===== config.mk =====
export PLATFORM = sky130hd
export DESIGN_NAME = dual_servo_slew_limiter_core_flat
export DESIGN_NICKNAME = d
export VERILOG_FILES = /design/src/rtl/core/dssl_pkg.sv /design/src/rtl/core/dssl_in_if.sv /design/src/rtl/core/dssl_out_if.sv /design/src/rtl/core/dssl_cfg_if.sv /design/src/rtl/core/dssl_cfg_regs.sv /design/src/rtl/core/dssl_chan.sv /design/src/rtl/core/dual_servo_slew_limiter_core.sv /design/src/flat_wrapper.sv
export SDC_FILE = /design/constraint.sdc
export NUM_CORES = 1
export LEC_CHECK = 0
export BUFFER_PORTS_ARGS = -buffer_cell sky130_fd_sc_hd__buf_2
export CAP_MARGIN = 20
export CORE_MARGIN = 2
export CORE_UTILIZATION = 34
export DETAILED_ROUTE_END_ITERATION = 12
export PLACE_DENSITY_LB_ADDON = 0.08
export SETUP_SLACK_MARGIN = 0.1
export SLEW_MARGIN = 5
export SYNTH_ARGS = -nofsm -noshare
export SYNTH_HDL_FRONTEND = slang
export SYNTH_HIERARCHICAL = 1
export SYNTH_SLANG_ARGS = --single-unit

===== constraint.sdc =====
create_clock -name i_clk -period 4.3 [get_ports i_clk]
set_input_delay 0.43 -clock i_clk [delete_from_list [all_inputs] [get_ports i_clk]]
set_output_delay 0.43 -clock i_clk [all_outputs]
set_load 0.005 [all_outputs]

===== src/rtl/core/dssl_pkg.sv =====
// Package for the dual servo slew limiter: field widths, limits, register
// indexes and the structs passed between the channel logic and the top level.
// No dependencies.
package dssl_pkg;

    localparam int TARGET_W  = 7;
    localparam int SPEED_W   = 7;
    localparam int POS_W     = 8;
    localparam int ELAPSED_W = 7;
    localparam int DRIVE_W   = 8;
    localparam int CFG_IDX_W = 1;
    localparam int CFG_DAT_W = 7;

    localparam int MAX_INTERVAL = 100;
    localparam int SPEED_LIMIT  = 100;
    localparam int TARGET_LIMIT = 90;
    localparam int SPEED_RESET  = 20;

    localparam logic [CFG_IDX_W-1:0] CFG_SPEED_A = 1'd0;
    localparam logic [CFG_IDX_W-1:0] CFG_SPEED_B = 1'd1;

    typedef logic [TARGET_W-1:0]         t_target;
    typedef logic [SPEED_W-1:0]          t_speed;
    typedef logic signed [POS_W-1:0]     t_pos;
    typedef logic [ELAPSED_W-1:0]        t_elapsed;
    typedef logic [DRIVE_W-1:0]          t_drive;

    typedef struct packed {
        t_pos     pos;
        t_elapsed elapsed;
    } t_chan_state;

    typedef struct packed {
        t_pos   position;
        logic   write;
        t_drive drive;
    } t_chan_res;

endpackage


===== src/rtl/core/dssl_in_if.sv =====
// Input channel of the dual servo slew limiter: one word carries both targets.
// Depends on dssl_pkg.
interface dssl_in_if;
    logic               valid;
    logic               ready;
    dssl_pkg::t_target  target_a;
    dssl_pkg::t_target  target_b;

    modport source (output valid, output target_a, output target_b, input ready);
    modport sink   (input valid, input target_a, input target_b, output ready);
endinterface


===== src/rtl/core/dssl_out_if.sv =====
// Result channel of the dual servo slew limiter: positions, write flags and
// drive angles of both channels. Depends on dssl_pkg.
interface dssl_out_if;
    logic               valid;
    logic               ready;
    dssl_pkg::t_pos     position_a;
    logic               write_a;
    dssl_pkg::t_drive   drive_a;
    dssl_pkg::t_pos     position_b;
    logic               write_b;
    dssl_pkg::t_drive   drive_b;

    modport source (output valid, output position_a, output write_a, output drive_a,
                    output position_b, output write_b, output drive_b, input ready);
    modport sink   (input valid, input position_a, input write_a, input drive_a,
                    input position_b, input write_b, input drive_b, output ready);
endinterface


===== src/rtl/core/dssl_cfg_if.sv =====
// Configuration write channel of the dual servo slew limiter: register index
// and write data. Depends on dssl_pkg.
interface dssl_cfg_if;
    logic                              valid;
    logic                              ready;
    logic [dssl_pkg::CFG_IDX_W-1:0]    index;
    logic [dssl_pkg::CFG_DAT_W-1:0]    data;

    modport source (output valid, output index, output data, input ready);
    modport sink   (input valid, input index, input data, output ready);
endinterface


===== src/rtl/core/dssl_cfg_regs.sv =====
// Speed registers of the dual servo slew limiter, written over the
// configuration channel. Depends on dssl_pkg and dssl_cfg_if.
module dssl_cfg_regs (
    input  logic              i_clk,
    input  logic              i_rst_n,
    dssl_cfg_if.sink          i_cfg,
    output dssl_pkg::t_speed  o_speed_a,
    output dssl_pkg::t_speed  o_speed_b
);
    import dssl_pkg::*;

    t_speed r_speed_a;
    t_speed r_speed_b;

    assign i_cfg.ready = 1'b1;

    always_ff @(posedge i_clk) begin
        if (!i_rst_n) begin
            r_speed_a <= SPEED_W'(SPEED_RESET);
            r_speed_b <= SPEED_W'(SPEED_RESET);
        end else if (i_cfg.valid) begin
            unique case (i_cfg.index)
                CFG_SPEED_A: r_speed_a <= i_cfg.data;
                CFG_SPEED_B: r_speed_b <= i_cfg.data;
                default: begin
                end
            endcase
        end
    end

    assign o_speed_a = r_speed_a;
    assign o_speed_b = r_speed_b;

endmodule


===== src/rtl/core/dssl_chan.sv =====
// Step logic of one servo channel: window counter, one-unit move toward the
// target and drive value. Purely combinational. Depends on dssl_pkg.
module dssl_chan (
    input  dssl_pkg::t_speed       i_speed,
    input  dssl_pkg::t_target      i_target,
    input  dssl_pkg::t_chan_state  i_state,
    output dssl_pkg::t_chan_state  o_state,
    output dssl_pkg::t_chan_res    o_res
);
    import dssl_pkg::*;

    t_speed   sp;
    t_elapsed interval;
    t_target  tgt_clip;
    t_pos     tgt;
    t_elapsed elapsed_inc;
    logic     window;
    t_pos     pos_nxt;
    logic     wrote;

    always_comb begin
        sp = (i_speed > SPEED_W'(SPEED_LIMIT)) ? SPEED_W'(SPEED_LIMIT) : i_speed;
        interval = (ELAPSED_W'(sp) >= ELAPSED_W'(MAX_INTERVAL)) ? '0
                 : ELAPSED_W'(MAX_INTERVAL) - ELAPSED_W'(sp);
        tgt_clip = (i_target > TARGET_W'(TARGET_LIMIT)) ? TARGET_W'(TARGET_LIMIT) : i_target;
        tgt = POS_W'({1'b0, tgt_clip});
        elapsed_inc = i_state.elapsed + ELAPSED_W'(1);
        window = elapsed_inc > interval;
        pos_nxt = i_state.pos;
        wrote = 1'b0;
        if (window) begin
            if (i_state.pos > tgt) begin
                pos_nxt = i_state.pos - POS_W'(1);
                wrote = 1'b1;
            end else if (i_state.pos < tgt) begin
                pos_nxt = i_state.pos + POS_W'(1);
                wrote = 1'b1;
            end
        end
        o_state.pos = pos_nxt;
        o_state.elapsed = window ? '0 : elapsed_inc;
        o_res.position = pos_nxt;
        o_res.write = wrote;
        o_res.drive = pos_nxt[POS_W-1] ? '0 : {pos_nxt[POS_W-2:0], 1'b0};
    end

endmodule


===== src/rtl/core/dual_servo_slew_limiter_core.sv =====
// Top level of the dual servo slew limiter: input register, two channel step
// units, channel state and result register. Depends on dssl_pkg, the three
// channel interfaces, dssl_cfg_regs and dssl_chan.
//
// Each input word is one millisecond tick carrying the targets of channels A
// and B. Every accepted word yields exactly one result word with the position,
// write flag and drive angle of both channels after that tick.
// The configuration channel writes the speed registers (index 0 for channel A,
// index 1 for channel B) and is always ready; both reset to 20.
// A word passes through two registers: the accepting edge loads the input
// register, and a later edge on which the result register is free moves the
// word through the step logic into the result register. The core takes one
// word per cycle while the receiver does not stall, as the step of each
// channel between the two registers is combinational.
// When the receiver stalls, the result register holds its word and the input
// register can still take one more word; input ready drops only when both are
// full. Reset clears both valid flags, sets both positions to minus one so
// that the first window always writes, and clears the tick counters.
module dual_servo_slew_limiter_core (
    input  logic        i_clk,
    input  logic        i_rst_n,
    dssl_in_if.sink     i_in,
    dssl_cfg_if.sink    i_cfg,
    dssl_out_if.source  o_out
);
    import dssl_pkg::*;

    t_speed      speed_a;
    t_speed      speed_b;

    logic        r_in_valid;
    t_target     r_tgt_a;
    t_target     r_tgt_b;

    t_chan_state r_st_a;
    t_chan_state r_st_b;
    t_chan_state n_st_a;
    t_chan_state n_st_b;

    logic        r_out_valid;
    t_chan_res   r_res_a;
    t_chan_res   r_res_b;
    t_chan_res   n_res_a;
    t_chan_res   n_res_b;

    logic        move;

    dssl_cfg_regs u_cfg (
        .i_clk     (i_clk),
        .i_rst_n   (i_rst_n),
        .i_cfg     (i_cfg),
        .o_speed_a (speed_a),
        .o_speed_b (speed_b)
    );

    dssl_chan u_chan_a (
        .i_speed  (speed_a),
        .i_target (r_tgt_a),
        .i_state  (r_st_a),
        .o_state  (n_st_a),
        .o_res    (n_res_a)
    );

    dssl_chan u_chan_b (
        .i_speed  (speed_b),
        .i_target (r_tgt_b),
        .i_state  (r_st_b),
        .o_state  (n_st_b),
        .o_res    (n_res_b)
    );

    assign move = r_in_valid && (!r_out_valid || o_out.ready);
    assign i_in.ready = !r_in_valid || move;

    always_ff @(posedge i_clk) begin
        if (!i_rst_n) begin
            r_in_valid <= 1'b0;
        end else if (i_in.ready) begin
            r_in_valid <= i_in.valid;
        end
    end

    always_ff @(posedge i_clk) begin
        if (i_in.valid && i_in.ready) begin
            r_tgt_a <= i_in.target_a;
            r_tgt_b <= i_in.target_b;
        end
    end

    always_ff @(posedge i_clk) begin
        if (!i_rst_n) begin
            r_st_a.pos     <= -POS_W'(1);
            r_st_a.elapsed <= '0;
            r_st_b.pos     <= -POS_W'(1);
            r_st_b.elapsed <= '0;
        end else if (move) begin
            r_st_a <= n_st_a;
            r_st_b <= n_st_b;
        end
    end

    always_ff @(posedge i_clk) begin
        if (!i_rst_n) begin
            r_out_valid <= 1'b0;
        end else if (move) begin
            r_out_valid <= 1'b1;
        end else if (o_out.ready) begin
            r_out_valid <= 1'b0;
        end
    end

    always_ff @(posedge i_clk) begin
        if (move) begin
            r_res_a <= n_res_a;
            r_res_b <= n_res_b;
        end
    end

    assign o_out.valid      = r_out_valid;
    assign o_out.position_a = r_res_a.position;
    assign o_out.write_a    = r_res_a.write;
    assign o_out.drive_a    = r_res_a.drive;
    assign o_out.position_b = r_res_b.position;
    assign o_out.write_b    = r_res_b.write;
    assign o_out.drive_b    = r_res_b.drive;

endmodule

===== src/flat_wrapper.sv =====
// flat-port wrapper written by rule: the top's interface ports become plain ports
module dual_servo_slew_limiter_core_flat import dssl_pkg::*;
  (i_clk, i_rst_n, i_in_valid, i_in_target_a, i_in_target_b, i_in_ready, i_cfg_valid, i_cfg_index, i_cfg_data, i_cfg_ready, o_out_valid, o_out_position_a, o_out_write_a, o_out_drive_a, o_out_position_b, o_out_write_b, o_out_drive_b, o_out_ready);
  dssl_in_if i_in_i ();
  dssl_cfg_if i_cfg_i ();
  dssl_out_if o_out_i ();
  input  logic i_clk;
  input  logic i_rst_n;
  input wire logic [$bits(i_in_i.valid)-1:0] i_in_valid;
  input wire logic [$bits(i_in_i.target_a)-1:0] i_in_target_a;
  input wire logic [$bits(i_in_i.target_b)-1:0] i_in_target_b;
  output wire logic [$bits(i_in_i.ready)-1:0] i_in_ready;
  input wire logic [$bits(i_cfg_i.valid)-1:0] i_cfg_valid;
  input wire logic [$bits(i_cfg_i.index)-1:0] i_cfg_index;
  input wire logic [$bits(i_cfg_i.data)-1:0] i_cfg_data;
  output wire logic [$bits(i_cfg_i.ready)-1:0] i_cfg_ready;
  output wire logic [$bits(o_out_i.valid)-1:0] o_out_valid;
  output wire logic [$bits(o_out_i.position_a)-1:0] o_out_position_a;
  output wire logic [$bits(o_out_i.write_a)-1:0] o_out_write_a;
  output wire logic [$bits(o_out_i.drive_a)-1:0] o_out_drive_a;
  output wire logic [$bits(o_out_i.position_b)-1:0] o_out_position_b;
  output wire logic [$bits(o_out_i.write_b)-1:0] o_out_write_b;
  output wire logic [$bits(o_out_i.drive_b)-1:0] o_out_drive_b;
  input wire logic [$bits(o_out_i.ready)-1:0] o_out_ready;
  assign i_in_i.valid = i_in_valid;
  assign i_in_i.target_a = i_in_target_a;
  assign i_in_i.target_b = i_in_target_b;
  assign i_in_ready = i_in_i.ready;
  assign i_cfg_i.valid = i_cfg_valid;
  assign i_cfg_i.index = i_cfg_index;
  assign i_cfg_i.data = i_cfg_data;
  assign i_cfg_ready = i_cfg_i.ready;
  assign o_out_valid = o_out_i.valid;
  assign o_out_position_a = o_out_i.position_a;
  assign o_out_write_a = o_out_i.write_a;
  assign o_out_drive_a = o_out_i.drive_a;
  assign o_out_position_b = o_out_i.position_b;
  assign o_out_write_b = o_out_i.write_b;
  assign o_out_drive_b = o_out_i.drive_b;
  assign o_out_i.ready = o_out_ready;
  dual_servo_slew_limiter_core u_core (.i_clk(i_clk), .i_rst_n(i_rst_n), .i_in(i_in_i), .i_cfg(i_cfg_i), .o_out(o_out_i));
endmodule

==> impl_metrics.tcl <==
set metrics [dict create \
    final.min_clock_period_ns 3.847 \
    cts_tree "done" \
    r2r_start "u_core/u_cfg/o_speed_b[3]" \
    min_to "u_core/r_tgt_a[3]" \
    place_area_um2 6051 \
    yosysSeqAreaShare 0.4116 \
    yosys-top-cells-area "edfxtp_1, dfxtp_1, ha_1, mux2i_1, nand2_1" \
    p_int_mw 1.596 \
    finalInstanceArea_um2 6359 \
    relSlewSlack 0.4207 \
    maxCapViolCount 0 \
    seq_area_um2 2362 \
    hold_path_class "primary input to flip-flop" \
    p_sw_frac 0.2602 \
    vias 4198 \
    hold_violations 0 \
    multi_input_area_um2 2960 \
    max_freq_mhz 259.9 \
    synth_area_um2 5739 \
    rsz0062_at_grt "false" \
    grt_pass1_vias 4054 \
    cts_max_level 3 \
    power_frac_seq 0.481 \
    gp_congestion 0.8653 \
    path_clk_slew_ns 0.06 \
    cp.arrival_ns 4.09 \
    status "finished, final reports clean" \
    synth.net_count 647 \
    setup_tns_ns 0 \
    reg2reg_slack_ns 0.45 \
    synth_top_area_frac 0.2511 \
    pre_cts_ws_ns 0.4060 \
    dp_hpwl_um 9295 \
    wl_um 12380 \
    clk-insertion-delay-late_ns 0.35 \
    cts_sinks 94 \
    reg2reg_to "u_core/r_st_b[11]" \
    antenna_found_initial 0 \
    critPathRequiredTime_ns 4.55 \
    fin_crit_sh 0.8946 \
    drv_slew 0 \
    grt_max_degree 49 \
    core_um2 16520 \
    viasPerCell 4.956 \
    worst_pin_slew_ns 0.8690 \
    place_inst 830 \
    grtUsageTotal 0.1414 \
    reg2reg_depth 18 \
    area_delta_synth_final_pct 10.79 \
    finalClockSkew_ns 0.006476 \
    fill_cells 1689 \
    globalRouteOverflowTotal 0 \
    num_rows 47 \
    ios 64 \
    cp_max_fo 11 \
    synth_flop_cell "edfxtp_1" \
    end_kind "flip-flop" \
    ant_nets 0 \
    utilization 0.3848 \
    die_x_um 133.9 \
    synth_cells 584 \
    cts_root_buf "clkbuf_16" \
    initial_core_util 0.3473 \
    ys_warn_count 6 \
    dr.first_iter.drc_count 252 \
    die_h_um 133.9 \
    p_sw_mw 0.5612 \
    min_from "i_in_target_a[3]" \
    grt_first_pass_wirelength_um 20340 \
    drive_gt1_frac 0.1722 \
    synth.distinct_cells 73 \
    synth-seq-cells 94 \
    final_cells 847 \
    hold_depth 1 \
    power_density_nw_per_um2 339.2 \
    finalSetupViolations 0 \
    final_nets 685 \
    whs_ns 0.2560 \
    numCtsBuffers 9 \
    async_flop_share 0 \
    worstSetupPathType "flip-flop to flip-flop" \
    timing.final.ws_setup_ns 0.4530 \
    synth_edf_count 48 \
    p_clk_frac 0.367 \
    ir_worst_vdd_mv 0.1753 \
    start_kind "flip-flop" \
    synth.avg_cell_area_um2 9.827 \
    n_antenna_cell 0 \
    drc 0 \
    power_mw 2.157 \
    wl_per_cell_um 14.61 \
    dieArea_um2 17940 \
    port_buffers 62 \
    comb_power_share 0.152 \
    p_leak_nw 2.630 \
    cts.path.max_buffers 2 \
    dr.pass1.iters 5 \
    yosys.area.top_type "edfxtp_1" \
]
worst max-delay path by stage:
stage          cells after the start                 startpoint                 to
2_1_floorplan                     20  u_core/u_cfg/o_speed_b[4]  u_core/r_st_b[12]
3_3_place_gp                      18  u_core/u_cfg/o_speed_b[3]  u_core/r_st_b[12]
3_5_place_dp                      18  u_core/u_cfg/o_speed_b[3]  u_core/r_st_b[12]
4_1_cts                           18  u_core/u_cfg/o_speed_b[3]  u_core/r_st_b[11]
5_1_grt                           18  u_core/u_cfg/o_speed_b[3]  u_core/r_st_b[12]
6_report                          18  u_core/u_cfg/o_speed_b[3]  u_core/r_st_b[11]
synth_stat cells (4+ instances only):
cell type,number
a211oi_1,6
a21o_1,6
a21oi_1,24
and2_1,22
and3_1,7
buf_2,6
buf_4,21
buf_6,6
dfxtp_1,46
edfxtp_1,48
ha_1,36
inv_1,31
mux2i_1,33
nand2_1,76
nand3_1,17
nor2_1,23
nor2b_1,9
nor3_1,4
o211ai_1,9
o21ai_0,35
o311ai_1,15
o31ai_1,4
or3_1,7
xnor2_1,15
xor2_1,7
layout by cell type (no fill, tap or decap), types with 9 or more instances in the layout:
cell / n
nand2_1: 76
xnor2_1: 15
ha_1: 36
clkbuf_16: 9
mux2i_1: 33
a21oi_1: 24
nor2_1: 23
and2_1: 22
nor2b_1: 9
nand3_1: 17
edfxtp_1: 48
buf_2: 62
dfxtp_1: 46
o21ai_0: 35
o311ai_1: 15
inv_1: 31
o211ai_1: 9
worst max-delay path, stage by stage (launching register included):
cell	delay [ns]
dfxtp_1	0.36
or3_1	0.41
nand3_1	0.14
and2_1	0.16
inv_1	0.05
ha_1	0.19
inv_1	0.12
nand3_1	0.09
nand2_1	0.08
o21ai_0	0.11
ha_1	0.33
nand4_2	0.16
a21o_1	0.24
a21oi_4	0.23
o21ai_4	0.14
or4_1	0.54
nand2_1	0.10
inv_1	0.04
o311ai_1	0.27
layout make-up:
class                           count  area share
Sequential cell                    94      0.3715
Clock inverter                      4    0.007281
Clock buffer                       12     0.03876
Multi-Input combinational cell    417      0.4656
Inverter                           34     0.02007
Timing Repair Buffer               66     0.05352
Tap cell                          220     0.04329
state kept, by name, indices dropped and copies added, names as in the netlist:
signal / flops
u_core/o_out.drive_b: 8
u_core/o_out.position_a: 8
u_core/o_out.write_b: 1
u_core/o_out.valid: 1
u_core/u_cfg/o_speed_b: 7
u_core/u_cfg/o_speed_a: 7
u_core/r_tgt_b: 7
u_core/r_st_b: 15
u_core/o_out.write_a: 1
u_core/r_tgt_a: 7
u_core/o_out.drive_a: 8
u_core/r_st_a: 15
u_core/o_out.position_b: 8
u_core/r_in_valid: 1
power groups by stage:
stage	logic (mW)	clock network (mW)	registers (mW)
after CTS	0.328	0.816	1.04
after floorplan	0.265	0	1.05
after detailed placement	0.327	0	1.06
after global placement	0.319	0	1.06
after global routing	0.369	0.851	1.05
final	0.327	0.792	1.04
cell families after synthesis:
| group | after synthesis | share of synthesized area |
|---|---|---|
| DFF | 94 | 0.4116 |
| xor gates and xnor gates | 22 | 0.03357 |
| other | 3 | 0.001962 |
| and+or+nand+nor | 192 | 0.1746 |
| muxes | 33 | 0.05755 |
| buffers and inverters | 73 | 0.07390 |
| adders and majority gates | 36 | 0.07848 |
| AOI/OAI and AO/OA | 131 | 0.1683 |
what timing repair did:
item,CTS,global route
buffers inserted,0,1
gates resized for setup,0,1
endpoints found under the hold margin,0,0
setup endpoints to repair,0,2
hold buffers,0,0
layer usage:
layer	track usage	wire (µm)	up-vias
met5	0	0	-
met4	0.06147	208	0
met3	0.02268	476	11
met2	0.2214	5621	80
met1	0.1934	6071	1945
li1	-	-	2162
No activity file was read; power rests on OpenSTA's default activity.
